### config.mk
export PLATFORM = sky130hd
export DESIGN_NAME = attribute_markup_stream_decoder_top
export DESIGN_NICKNAME = d
export VERILOG_FILES = /design/src/rtl/amsd_pkg.sv /design/src/rtl/amsd_ctrl.sv /design/src/rtl/amsd_dp.sv /design/src/rtl/attribute_markup_stream_decoder_top.sv
export VERILOG_INCLUDE_DIRS = /design/src /design/src/rtl
export SDC_FILE = /design/constraint.sdc
export NUM_CORES = 1
export LEC_CHECK = 0
export ABC_AREA = 1
export BUFFER_PORTS_ARGS = -buffer_cell sky130_fd_sc_hd__buf_2
export CAP_MARGIN = 15
export CORE_MARGIN = 1
export CORE_UTILIZATION = 30
export CTS_CLUSTER_DIAMETER = 80
export DETAILED_ROUTE_END_ITERATION = 8
export PLACE_DENSITY_LB_ADDON = 0.3
export RECOVER_POWER = 50
export SYNTH_ARGS = -nofsm -noshare
export SYNTH_HDL_FRONTEND = slang
export SYNTH_SLANG_ARGS = --single-unit
### constraint.sdc
create_clock -name clk_i -period 4.14 [get_ports clk_i]
set_input_delay 0.828 -clock clk_i [delete_from_list [all_inputs] [get_ports clk_i]]
set_output_delay 0.828 -clock clk_i [all_outputs]
set_load 0.05 [all_outputs]
### src/rtl/assert_macros.svh
// ---------------------------------------------------------------------------
// Assertion macros used by the decoder controller.
// Each macro samples on clk_i and is disabled while rst_ni is low.
// ---------------------------------------------------------------------------
`ifndef ASSERT_MACROS_SVH
`define ASSERT_MACROS_SVH

// Same-cycle implication.
`define ASSERT_IMPLIES(lbl, ante, cons) \
  lbl: assert property (@(posedge clk_i) disable iff (!rst_ni) (ante) |-> (cons)) \
    else $error("assertion failed");

// Next-cycle implication.
`define ASSERT_NEXT(lbl, ante, cons) \
  lbl: assert property (@(posedge clk_i) disable iff (!rst_ni) (ante) |=> (cons)) \
    else $error("assertion failed");

`endif

### src/rtl/amsd_pkg.sv
// ---------------------------------------------------------------------------
// amsd_pkg
// Types, constants and helpers of the attribute markup stream decoder.
// ---------------------------------------------------------------------------
`timescale 1ns / 1ps

package amsd_pkg;

  // Sizing.
  localparam int SPAN_SLOTS = 10;
  localparam int COUNT_BITS = 16;
  localparam int SLOT_W     = (SPAN_SLOTS > 1) ? $clog2(SPAN_SLOTS) : 1;

  // Byte codes recognized by the parser.
  localparam logic [7:0] CH_NUL   = 8'h00;
  localparam logic [7:0] CH_SOH   = 8'h01;
  localparam logic [7:0] CH_COLON = 8'h3A;
  localparam logic [7:0] CH_ZERO  = 8'h30;
  localparam logic [7:0] CH_NINE  = 8'h39;
  localparam logic [7:0] CH_UA    = 8'h41;
  localparam logic [7:0] CH_UF    = 8'h46;
  localparam logic [7:0] CH_LA    = 8'h61;
  localparam logic [7:0] CH_LF    = 8'h66;
  localparam logic [7:0] CH_C     = 8'h43;
  localparam logic [7:0] CH_U     = 8'h55;
  localparam logic [7:0] CH_B     = 8'h42;
  localparam logic [7:0] CH_R     = 8'h52;
  localparam logic [7:0] CH_I     = 8'h49;
  localparam logic [7:0] CH_H     = 8'h48;
  localparam logic [7:0] CH_M     = 8'h4D;

  // Result kinds.
  localparam logic KIND_CHAR   = 1'b0;
  localparam logic KIND_MARKUP = 1'b1;

  // Parser modes.
  typedef enum logic [2:0] {
    MODE_TEXT  = 3'd0,
    MODE_COUNT = 3'd1,
    MODE_ATTR  = 3'd2,
    MODE_COLOR = 3'd3,
    MODE_EAT   = 3'd4
  } mode_e;

  // Controller states.
  typedef enum logic [1:0] {
    ST_IDLE,
    ST_RES0,
    ST_RES1
  } ctrl_state_e;

  // Attribute set; the packed order matches the output word layout.
  typedef struct packed {
    logic       italic;
    logic       reverse;
    logic       underline;
    logic       bold;
    logic       has_color;
    logic [3:0] color;
  } attr_t;

  typedef struct packed {
    logic       kind;
    logic [7:0] text_char;
    attr_t      attr;
    logic       last;
  } result_t;

  // Controller to datapath.
  typedef struct packed {
    logic take;
    logic sel;
  } dp_cmd_t;

  // Datapath to controller.
  typedef struct packed {
    logic [1:0] res_cnt;
    logic       two_q;
  } dp_status_t;

  // Decodes a hex digit; bit 4 flags a valid digit.
  function automatic logic [4:0] hex_value(input logic [7:0] ch);
    logic [7:0] t;
    begin
      t = 8'd0;
      if (ch inside {[CH_ZERO:CH_NINE]}) begin
        t = ch - CH_ZERO;
        hex_value = {1'b1, t[3:0]};
      end else if (ch inside {[CH_UA:CH_UF]}) begin
        t = ch - CH_UA + 8'd10;
        hex_value = {1'b1, t[3:0]};
      end else if (ch inside {[CH_LA:CH_LF]}) begin
        t = ch - CH_LA + 8'd10;
        hex_value = {1'b1, t[3:0]};
      end else begin
        hex_value = 5'd0;
      end
    end
  endfunction

endpackage

### src/rtl/amsd_ctrl.sv
// ---------------------------------------------------------------------------
// amsd_ctrl
// Controller: takes one byte, then hands out its results one word at a time.
// ---------------------------------------------------------------------------
`timescale 1ns / 1ps
`include "assert_macros.svh"

module amsd_ctrl
  import amsd_pkg::*;
(
  input  logic       clk_i,
  input  logic       rst_ni,
  input  logic       in_valid_i,
  output logic       in_ready_o,
  output logic       out_valid_o,
  input  logic       out_ready_i,
  input  dp_status_t status_i,
  output dp_cmd_t    cmd_o
);

  ctrl_state_e state_q, state_d;

  // Next state.
  always_comb begin
    state_d = state_q;
    case (state_q)
      ST_IDLE: begin
        if (in_valid_i && status_i.res_cnt != 2'd0) begin
          state_d = ST_RES0;
        end
      end
      ST_RES0: begin
        if (out_ready_i) begin
          state_d = status_i.two_q ? ST_RES1 : ST_IDLE;
        end
      end
      ST_RES1: begin
        if (out_ready_i) begin
          state_d = ST_IDLE;
        end
      end
      default: state_d = ST_IDLE;
    endcase
  end

  // Outputs.
  always_comb begin
    in_ready_o  = 1'b0;
    out_valid_o = 1'b0;
    cmd_o       = '0;
    case (state_q)
      ST_IDLE: begin
        in_ready_o = 1'b1;
        cmd_o.take = in_valid_i;
      end
      ST_RES0: begin
        out_valid_o = 1'b1;
      end
      ST_RES1: begin
        out_valid_o = 1'b1;
        cmd_o.sel   = 1'b1;
      end
      default: ;
    endcase
  end

  always_ff @(posedge clk_i or negedge rst_ni) begin
    if (!rst_ni) begin
      state_q <= ST_IDLE;
    end else begin
      state_q <= state_d;
    end
  end

  // The second word is only ever reached through the first.
  `ASSERT_IMPLIES(a_res1_after_res0, state_q == ST_RES1,
                  $past(state_q) == ST_RES0 || $past(state_q) == ST_RES1)
  // A byte without results leaves the block ready.
  `ASSERT_NEXT(a_no_result_idle, cmd_o.take && status_i.res_cnt == 2'd0,
               state_q == ST_IDLE)
  // A byte with results presents a word on the next cycle.
  `ASSERT_NEXT(a_result_shown, cmd_o.take && status_i.res_cnt != 2'd0,
               out_valid_o)

endmodule

### src/rtl/amsd_dp.sv
// ---------------------------------------------------------------------------
// amsd_dp
// Datapath: parser registers, span slots and the two result registers.
// ---------------------------------------------------------------------------
`timescale 1ns / 1ps

module amsd_dp
  import amsd_pkg::*;
(
  input  logic       clk_i,
  input  logic       rst_ni,
  input  logic [7:0] in_byte_i,
  input  dp_cmd_t    cmd_i,
  output dp_status_t status_o,
  output result_t    res_o
);

  localparam int PROD_W = COUNT_BITS + 4;
  localparam logic [PROD_W-1:0] COUNT_MAX = {4'd0, {COUNT_BITS{1'b1}}};

  mode_e                 mode_q, mode_d;
  logic [COUNT_BITS-1:0] rep_q, rep_d;
  attr_t                 pend_q, pend_d;
  logic [COUNT_BITS-1:0] rem_q [SPAN_SLOTS];
  logic [COUNT_BITS-1:0] rem_d [SPAN_SLOTS];
  attr_t                 sattr_q [SPAN_SLOTS];
  attr_t                 sattr_d [SPAN_SLOTS];
  result_t               res_q [2];
  result_t               res_d [2];
  logic [1:0]            cnt_d;
  logic                  two_q;

  // Effect of an attribute letter.
  attr_t letter_attr;
  mode_e letter_mode;
  always_comb begin
    letter_attr = pend_q;
    letter_mode = MODE_ATTR;
    case (in_byte_i)
      CH_C: begin
        letter_mode         = MODE_COLOR;
        letter_attr.has_color = 1'b1;
      end
      CH_U: letter_attr.underline = 1'b1;
      CH_B: letter_attr.bold      = 1'b1;
      CH_R: letter_attr.reverse   = 1'b1;
      CH_I: letter_attr.italic    = 1'b1;
      CH_H, CH_M: letter_mode = MODE_EAT;
      default: ;
    endcase
  end

  // Repeat count accumulate with saturation.
  logic [PROD_W-1:0] prod;
  logic [7:0]        digit;
  always_comb begin
    digit = in_byte_i - CH_ZERO;
    prod  = ({4'd0, rep_q} << 3) + ({4'd0, rep_q} << 1) + {{(PROD_W-4){1'b0}}, digit[3:0]};
  end

  // Span countdown, rebuild and first free slot.
  logic                  changed;
  attr_t                 rebuilt;
  logic                  free_found;
  logic [SLOT_W-1:0]     free_idx;
  logic [COUNT_BITS-1:0] close_cnt;
  always_comb begin
    changed    = 1'b0;
    rebuilt    = '0;
    free_found = 1'b0;
    free_idx   = '0;
    for (int n = 0; n < SPAN_SLOTS; n++) begin
      if (rem_q[n] == {{(COUNT_BITS-1){1'b0}}, 1'b1}) begin
        changed = 1'b1;
      end
      if (rem_q[n] > {{(COUNT_BITS-1){1'b0}}, 1'b1}) begin
        rebuilt.bold      = rebuilt.bold | sattr_q[n].bold;
        rebuilt.underline = rebuilt.underline | sattr_q[n].underline;
        rebuilt.reverse   = rebuilt.reverse | sattr_q[n].reverse;
        rebuilt.italic    = rebuilt.italic | sattr_q[n].italic;
        if (!rebuilt.has_color) begin
          rebuilt.has_color = sattr_q[n].has_color;
          rebuilt.color     = rebuilt.color | sattr_q[n].color;
        end
      end
      if (!free_found && rem_q[n] == '0) begin
        free_found = 1'b1;
        free_idx   = SLOT_W'(n);
      end
    end
    close_cnt = (rep_q == '0) ? {{(COUNT_BITS-1){1'b0}}, 1'b1} : rep_q;
  end

  // Per-byte update.
  logic [4:0] hexv;
  always_comb begin
    mode_d  = mode_q;
    rep_d   = rep_q;
    pend_d  = pend_q;
    rem_d   = rem_q;
    sattr_d = sattr_q;
    res_d   = res_q;
    cnt_d   = 2'd0;
    hexv    = hex_value(in_byte_i);
    case (mode_q)
      MODE_TEXT: begin
        if (in_byte_i == CH_SOH) begin
          mode_d = MODE_COUNT;
          rep_d  = '0;
          pend_d = '0;
        end else begin
          for (int n = 0; n < SPAN_SLOTS; n++) begin
            if (rem_q[n] != '0) begin
              rem_d[n] = rem_q[n] - {{(COUNT_BITS-1){1'b0}}, 1'b1};
            end
          end
          res_d[0] = '{kind: KIND_CHAR, text_char: in_byte_i, attr: pend_q, last: !changed};
          cnt_d    = 2'd1;
          if (changed) begin
            pend_d   = rebuilt;
            res_d[1] = '{kind: KIND_MARKUP, text_char: 8'd0, attr: rebuilt, last: 1'b1};
            cnt_d    = 2'd2;
          end
        end
      end
      MODE_EAT: begin
        if (in_byte_i == CH_NUL) begin
          mode_d = MODE_TEXT;
        end
      end
      MODE_COUNT, MODE_ATTR, MODE_COLOR: begin
        if (in_byte_i == CH_COLON) begin
          if (pend_q != '0) begin
            res_d[0] = '{kind: KIND_MARKUP, text_char: 8'd0, attr: pend_q, last: 1'b1};
            cnt_d    = 2'd1;
            if (free_found) begin
              rem_d[free_idx]   = close_cnt;
              sattr_d[free_idx] = pend_q;
            end
          end
          rep_d  = close_cnt;
          mode_d = MODE_TEXT;
        end else if (mode_q == MODE_COUNT) begin
          if (in_byte_i inside {[CH_ZERO:CH_NINE]}) begin
            rep_d = (prod > COUNT_MAX) ? {COUNT_BITS{1'b1}} : prod[COUNT_BITS-1:0];
          end else begin
            mode_d = letter_mode;
            pend_d = letter_attr;
          end
        end else if (mode_q == MODE_ATTR) begin
          mode_d = letter_mode;
          pend_d = letter_attr;
        end else begin
          if (hexv[4]) begin
            pend_d.color = pend_q.color | hexv[3:0];
          end
          mode_d = MODE_ATTR;
        end
      end
      default: mode_d = MODE_TEXT;
    endcase
  end

  // Control registers.
  always_ff @(posedge clk_i or negedge rst_ni) begin
    if (!rst_ni) begin
      mode_q <= MODE_TEXT;
      rep_q  <= '0;
      pend_q <= '0;
      two_q  <= 1'b0;
      for (int n = 0; n < SPAN_SLOTS; n++) begin
        rem_q[n] <= '0;
      end
    end else if (cmd_i.take) begin
      mode_q <= mode_d;
      rep_q  <= rep_d;
      pend_q <= pend_d;
      two_q  <= (cnt_d == 2'd2);
      rem_q  <= rem_d;
    end
  end

  // Payload registers.
  always_ff @(posedge clk_i) begin
    if (cmd_i.take) begin
      sattr_q <= sattr_d;
      res_q   <= res_d;
    end
  end

  assign status_o.res_cnt = cnt_d;
  assign status_o.two_q   = two_q;
  assign res_o            = res_q[cmd_i.sel];

endmodule

### src/rtl/attribute_markup_stream_decoder_top.sv
// ---------------------------------------------------------------------------
// attribute_markup_stream_decoder_top
// Decodes an annotated byte stream into character and markup result words.
// ---------------------------------------------------------------------------
// The slave channel takes one byte of the annotated text per word. The master
// channel returns result words: tuser is the kind (0 character, 1 markup
// change), tdata holds the character and the attribute set, and tlast marks
// the final word caused by one input byte.
// A byte is taken only while the block is idle. A byte that causes no word
// (markup text, swallowed bytes) leaves it idle. A byte that causes words
// shows its first word on the cycle after it was taken; with the receiver
// ready, one word leaves per cycle. The controller serves the two result
// registers in turn before it takes the next byte. When the receiver stalls,
// the current word holds on the master channel and no new byte is taken until
// all words of the byte have left.
// Reset clears the parser, the repeat count, the pending attributes and all
// span slots at once; the block is ready for bytes as soon as reset is released.
// ---------------------------------------------------------------------------
`timescale 1ns / 1ps

module attribute_markup_stream_decoder_top
  import amsd_pkg::*;
(
  input  logic        clk_i,
  input  logic        rst_ni,
  input  logic        s_axis_tvalid,
  output logic        s_axis_tready,
  input  logic [7:0]  s_axis_tdata,  // [7:0] in_byte
  output logic        m_axis_tvalid,
  input  logic        m_axis_tready,
  output logic [23:0] m_axis_tdata,  // [7:0] text_char, [11:8] color_index,
                                     // [12] has_color, [13] bold, [14] underline,
                                     // [15] reverse, [16] italic, zero above
  output logic        m_axis_tuser,  // [0] kind
  output logic        m_axis_tlast   // last
);

  dp_cmd_t    cmd;
  dp_status_t status;
  result_t    res;

  amsd_ctrl u_ctrl (
    .clk_i       (clk_i),
    .rst_ni      (rst_ni),
    .in_valid_i  (s_axis_tvalid),
    .in_ready_o  (s_axis_tready),
    .out_valid_o (m_axis_tvalid),
    .out_ready_i (m_axis_tready),
    .status_i    (status),
    .cmd_o       (cmd)
  );

  amsd_dp u_dp (
    .clk_i     (clk_i),
    .rst_ni    (rst_ni),
    .in_byte_i (s_axis_tdata),
    .cmd_i     (cmd),
    .status_o  (status),
    .res_o     (res)
  );

  // Pack the result word.
  assign m_axis_tdata = {7'd0, res.attr, res.text_char};
  assign m_axis_tuser = res.kind;
  assign m_axis_tlast = res.last;

endmodule

==> results.py, run 1 <==
metrics = {
    "run_status": {
        "run_status": "finished, violations left",
        "violations": "max-capacitance violations, max-slew violations",
    },
    "die": {
        "fp.dieW_um": 254.9,
        "core_um2": 63200,
        "num_io_pins": 40,
        "floorplan.die.height_um": 254.9,
        "floorplan.initialDensity_pct": 30.37,
        "floorplan.rows": 92,
        "die_area_um2": 64980,
    },
    "timing": {
        "hold_slack_ps": 491.9,
        "final-max-slew-violation-count": 142,
        "tns_ps": 0,
        "hold_viol_final": 0,
        "unrepaired_setup_endpoints_after_global_routing": "no",
        "worstMarginPinSlew_ps": 2364,
        "setup_viol": 0,
        "maxSlewHeadroom_pct": -57.63,
        "final.setup.worst_slack_ps": 480.0,
        "fmax_ghz": 0.2732,
        "timing.final.crit_share_pct": 88.41,
        "finalClockSkew_ps": 16.95,
        "final_critical_path_time_including_i_o_delays_and_setup_ps": 3660,
    },
    "grt": {
        "via_count_of_the_first_global_routing_pass": 15937,
        "antenna_found_initial": 1,
        "largest_net_degree_at_the_start_of_global_routing": 84,
        "grtUsageTotal_pct": 18.09,
        "global_route_wire_length_before_repair_mm": 91.53,
        "grt-ovfl-total": 0,
    },
    "worst_setup_path": {
        "endpoint_kind": "flip-flop",
        "worst_path_most_repeated_cell": "nor2_1",
        "arrival_ps": 3850,
        "cp_cell_sequence": "nor2_1 -> nor2_1 -> clkbuf_2 -> nand2_1 -> nand2_2 -> inv_1 -> clkbuf_1",
        "timing.critical_path.from": "u_dp.mode_q[0]",
        "cp_slowest_stage_delay_ps": 840,
        "path_max_fanout": 57,
        "setup.worst_path.class": "flip-flop to flip-flop",
        "r2r-start": "u_dp.mode_q[0]",
        "worst_path_max_delay_cell": "clkbuf_2",
        "worstPathRequired_ps": 4330,
        "cpLargestDelayFamily": "buffers and inverters",
        "crit_path_start_kind": "flip-flop",
        "cp_num_buf_inv": 3,
    },
    "worst_hold_path": {
        "holdCritStartpoint": "u_dp.rem_q[47]",
        "hold_path_class": "flip-flop to flip-flop",
    },
    "place": {
        "placer_s_final_routability_congestion_estimate": 0.8860,
        "io_buffers": 32,
        "place_inst": 3404,
        "dpl_cell_area_um2": 20450,
        "detailedPlace.worstSlack_ps": 203.0,
        "post-dp-hpwl_mm": 40.77,
    },
    "drt": {
        "detail-route-antenna-nets": 0,
        "drcViolationCount": 0,
        "route.detailed.vias_per_inst": 4.941,
        "dr_total_vias": 17159,
        "iteration_0_drc_count_of_the_detailed_router": 1314,
        "drt_pre_antenna_iters": 5,
        "route.final.wire_length_mm": 57.98,
        "drt-wirelength-per-cell_um": 16.69,
    },
    "final_layout": {
        "final_core_util_pct": 34.26,
        "instances_no_fill": 3473,
        "syn_to_final_growth_pct": 12.82,
        "antennaDiodeCount": 0,
        "final_cell_area_um2": 21650,
        "post_route_cells_drive_above_1_share_pct": 7.042,
        "layout_net_count": 2680,
    },
    "clocking": {
        "clock_insertion_delay_worst_skew_ps": 580,
        "holdBufCountCts": 0,
        "cts.clk_slew.worst_paths_ps": 60,
        "clockRootBuffer": "clkbuf_16",
        "htree_levels": 2,
        "clk_path_buf_depth": 3,
        "cts_resized": 0,
        "cts.sink_count": 309,
        "post_cts.repair.setup_buffers": 0,
        "numCtsBuffers": 38,
        "cts_tree": "built",
    },
    "synth": {
        "ys_async_sr_fraction_pct": 61.81,
        "netlist-cell-type-count": 59,
        "dominantRegCellSynth": "dfrtp_1",
        "yosys_register_bits": 309,
        "netlist_top_cells_area": "dfrtp_1 25%, edfxtp_1 18%, nand2_1 12%",
        "synth.cell_area_um2": 19190,
        "netlist.top_cell.by_area": "dfrtp_1",
        "postSynthCellCount": 2549,
        "synth_top_area_share_pct": 24.91,
        "synth-edff-count": 118,
        "yosysSeqAreaShare_pct": 43.37,
        "avgSynthCellArea_um2": 7.529,
        "synth_top_cells_by_count": "618 x nand2_1, 329 x nor2_1, 290 x inv_1",
        "most_frequent_cell_after_synthesis": "nand2_1",
        "ys.warnings.count": 0,
    },
    "power": {
        "irDropWorstVdd_mv": 0.6226,
        "total_power_mw": 15.70,
        "total_leakage_power_nw": 9.923,
        "p_per_area_nw_per_um2": 725.2,
    },
    "run": {
        "timing.max_cap.violations": 2,
    },
}
-- layout by cell type, fill, tap and decap left out, drive strengths merged, types with 2 or more instances in the layout --
cell type	synthesis	layout
nand2	630	630
nor2	348	348
inv	297	299
o21ai	266	266
dfrtp	191	191
a21oi	155	155
nand3	151	151
edfxtp	118	118
clkbuf	31	71
ha	68	68
buf	39	61
nor3	36	36
nand4	35	35
a31oi	29	29
xor2	27	27
o22ai	24	24
o31ai	21	21
nor4	13	13
o32ai	9	9
clkinv	2	9
a221oi	7	7
conb	1	7
o211ai	7	7
xnor2	6	6
o2bb2ai	4	4
nand3b	3	3
or2	3	3
a21o	3	3
a41oi	3	3
o211a	2	2
a211oi	2	2
a22o	2	2
and3	2	2
a311oi	2	2
a21boi	2	2
o21bai	2	2
fa	2	2
-- area by class of cell --
type,count,area [um2]
fillers,6680,41540
multi-input cells,1877,9429
flip-flops and latches,309,8323
clock buffers,59,1150
inverters,299,1125
well taps,846,1059
repair buffers,73,449.2
clock inverters,10,116.4
-- logic make-up after synthesis --
kind of cell / share of synthesized area (%)
AOI/OAI and AO/OA: 15.81
buffers and inverters: 7.596
adders and majority gates: 4.642
and+or+nand+nor: 27.06
DFF: 43.37
other: 0.01954
xor gates and xnor gates: 1.506
-- tightest hold or removal path, cell delays in order (launching register included) --
cell	delay, ps
dfrtp_1	340
nand2_1	50
o21ai_0	60
-- flip-flops by register name (all words and copies together), names as in the netlist --
signal	cells
u_dp.rep_q	16
u_dp.letter_attr	4
u_dp.sattr_q	90
u_dp.two_q	1
u_dp.mode_q	3
u_ctrl.state_q	2
u_dp.pend_q	5
u_dp.res_q	28
u_dp.rem_q	160
-- worst paths after layout --
path	endpoint	slack, ps	cells past startpoint
min reg2reg	u_dp.rem_q[47]	490	2
max	u_dp.res_q[34]	480	7
min	u_dp.rem_q[47]	490	2
max reg2reg	u_dp.res_q[34]	480	7
max in group asynchronous	u_dp.rem_q[127]	1010	2
min in group asynchronous	u_dp.rem_q[60]	950	1
-- layer usage --
metal | vias to the layer above | share of wire [%] | GRT usage [%]
li1 | 8600 | - | -
met1 | 8076 | 48 | 25.45
met2 | 397 | 44 | 28.14
met3 | 84 | 5.2 | 2.868
met4 | 2 | 2.8 | 6.022
met5 | - | 0.021 | 0
-- report_power, final --
group          total (mW)  switching (mW)  leakage (nW)  internal [mW]
Clock                3.40            1.40         0.629           1.99
Sequential           4.26           0.512          3.27           3.75
Combinational        8.04            5.70          6.03           2.34
Total                15.7            7.62          9.92           8.08
(Power assumes the default switching activity.)
==> inputs of run 2 (changes only) <==
- CELL_PAD_IN_SITES_DETAIL_PLACEMENT: not set -> 0
- CELL_PAD_IN_SITES_GLOBAL_PLACEMENT: not set -> 2
==> run 2 against run 1 <==
Against the previous run: the run still ends with max-capacitance violations, max-slew violations left; non-clock buffer count down 4; largest cell class unchanged; die area unchanged; maximum frequency up 2.5%.
==> results.py, run 2 (synthesis results as in run 1) <==
metrics = {
    "drt": {
        "iteration_0_drc_count_of_the_detailed_router": 1199,
        "route.final.wire_length_mm": 63.40,
        "dr_total_vias": 17375,
        "route.detailed.vias_per_inst": 5.010,
        "drcViolationCount": 0,
        "drt_pre_antenna_iters": 5,
        "drt-wirelength-per-cell_um": 18.28,
        "detail-route-antenna-nets": 0,
    },
    "grt": {
        "grt-ovfl-total": 0,
        "via_count_of_the_first_global_routing_pass": 16503,
        "grtUsageTotal_pct": 19.78,
        "largest_net_degree_at_the_start_of_global_routing": 96,
        "antenna_found_initial": 1,
        "global_route_wire_length_before_repair_mm": 99.14,
    },
    "die": {
        "floorplan.rows": 92,
        "fp.dieW_um": 254.9,
        "core_um2": 63200,
        "floorplan.initialDensity_pct": 30.37,
        "num_io_pins": 40,
        "die_area_um2": 64980,
        "floorplan.die.height_um": 254.9,
    },
    "clocking": {
        "htree_levels": 2,
        "clk_path_buf_depth": 3,
        "clockRootBuffer": "clkbuf_16",
        "post_cts.repair.setup_buffers": 0,
        "cts_tree": "built",
        "cts_resized": 0,
        "clock_insertion_delay_worst_skew_ps": 570,
        "cts.clk_slew.worst_paths_ps": 60,
        "numCtsBuffers": 39,
        "cts.sink_count": 309,
        "holdBufCountCts": 0,
    },
    "worst_hold_path": {
        "worstHoldPathCells": 2,
        "hold_path_end": "u_dp.rem_q[47]",
        "hold_path_class": "flip-flop to flip-flop",
        "holdCritStartpoint": "u_dp.rem_q[47]",
    },
    "power": {
        "p_per_area_nw_per_um2": 735.2,
        "total_power_mw": 15.90,
        "irDropWorstVdd_mv": 0.8333,
        "total_leakage_power_nw": 9.885,
    },
    "timing": {
        "worstMarginPinSlew_ps": 3124,
        "final-max-slew-violation-count": 117,
        "maxSlewHeadroom_pct": -108.3,
        "hold_viol_final": 0,
        "finalClockSkew_ps": 22.36,
        "final_critical_path_time_including_i_o_delays_and_setup_ps": 3572,
        "setup_viol": 0,
        "tns_ps": 0,
        "timing.final.crit_share_pct": 86.28,
        "unrepaired_setup_endpoints_after_global_routing": "no",
        "fmax_ghz": 0.2800,
    },
    "final_layout": {
        "layout_net_count": 2677,
        "seqCellArea_um2": 8323,
        "antennaDiodeCount": 0,
        "largest_register_ffs": 160,
        "instances_no_fill": 3468,
        "post_route_cells_drive_above_1_share_pct": 6.598,
        "fillers": 6682,
        "final_cell_area_um2": 21630,
        "final_core_util_pct": 34.22,
        "leading_cell_type_in_the_layout_fill_and_taps_excluded": "nand2_1",
        "top_register_by_number_of_flip_flops": "u_dp.rem_q",
        "mostFrequentLayoutCells": "618 x nand2_1, 331 x nor2_1, 289 x inv_1, 231 x o21ai_0, 191 x dfrtp_1",
        "area_of_the_multi_input_gates_um2": 9434,
        "top_regs": "u_dp.rem_q x160, u_dp.sattr_q x90, u_dp.res_q x28",
        "syn_to_final_growth_pct": 12.69,
    },
    "run": {
        "timing.max_cap.violations": 2,
    },
    "worst_setup_path": {
        "setup.worst_path.class": "flip-flop to flip-flop",
        "worst_path_most_repeated_cell": "nor2_1",
        "path_max_fanout": 56,
        "crit_path_start_kind": "flip-flop",
        "worst_r2r_endpoint": "u_dp.rem_q[3]",
        "arrival_ps": 3970,
        "reg2reg_slack_ps": 570,
        "worst_path_max_delay_cell": "clkbuf_2",
        "worstPathRequired_ps": 4540,
        "r2r.worst_path.cells": 8,
        "r2r-start": "u_dp.mode_q[2]",
        "endpoint_kind": "flip-flop",
        "cp_slowest_stage_delay_ps": 1240,
        "cp_cell_sequence": "nor2_1 -> clkbuf_2 -> buf_4 -> nand2_1 -> nand2_2 -> inv_2 -> nor2_1 -> a31oi_1",
    },
    "place": {
        "place_inst": 3400,
        "dpl_cell_area_um2": 20420,
        "placer_s_final_routability_congestion_estimate": 0.8550,
        "io_buffers": 32,
        "post-dp-hpwl_mm": 44.89,
    },
    "run_status": {
        "run_status": "finished, violations left",
        "violations": "max-capacitance violations, max-slew violations",
    },
}
==> run 2: cell count changes in the layout (fill, tap and decap cells not counted), sizes merged <==
cell / previous run / this run
bufinv: 1 / 2
clkinvlp: 0 / 1
buf: 61 / 53
inv: 299 / 300
dlymetal6s4s: 0 / 1
clkinv: 9 / 8
==> run 2: routing by layer <==
metal  up-vias  routed length [um]  GRT usage [%]  part of all wire, %
met4         0                1060          4.619                  1.7
met1      8361               30660          27.66                   48
met5         -                   0              0                    0
li1       8603                   -              -                    -
met2       347               29440          32.80                   46
met3        64                2239          1.912                  3.5
==> run 2: per-stage QoR <==
stage                     setup slack [ps]  hold WS, ps
after global placement               287.2        474.1
after floorplan                      540.1        450.4
after global routing                 239.3        521.3
after detailed placement             236.6        481.1
after CTS                            722.1        275.4
final                                568.1        487.7
==> run 2: cell type report <==
class                           count  area share (%)
Multi-Input combinational cell   1877           43.62
Sequential cell                   309           38.49
Inverter                          299           5.201
Clock buffer                       56           5.132
Tap cell                          846           4.895
Timing Repair Buffer               69           2.060
Clock inverter                     12          0.6017
==> run 2: critical path, delay by kind of cell, from the launching register on <==
kind                   cells  cell delay [ps]
DFF                        1              460
and+or+nand+nor            4              780
buffers and inverters      3             2060
AOI/OAI and AO/OA          1               50
==> run 2: worst max-delay path by stage <==
stage / startpoint / end / slack, ps / cells after the start
2_1_floorplan: s_axis_tdata[3] / u_dp.rep_q[12] / 540 / 19
3_3_place_gp: s_axis_tdata[3] / u_dp.rep_q[2] / 290 / 20
3_5_place_dp: s_axis_tdata[3] / u_dp.rep_q[3] / 240 / 20
4_1_cts: u_dp.rep_q[0] / u_dp.rep_q[7] / 720 / 19
5_1_grt: rst_ni / u_dp.rem_q[39] / 240 / 2
6_report: u_dp.mode_q[2] / u_dp.rem_q[3] / 570 / 8
==> run 2: power breakdown <==
| group | internal [mW] | switching (mW) |
|---|---|---|
| clock | 1.99 | 1.37 |
| combinational | 2.34 | 5.94 |
| sequential | 3.75 | 0.514 |
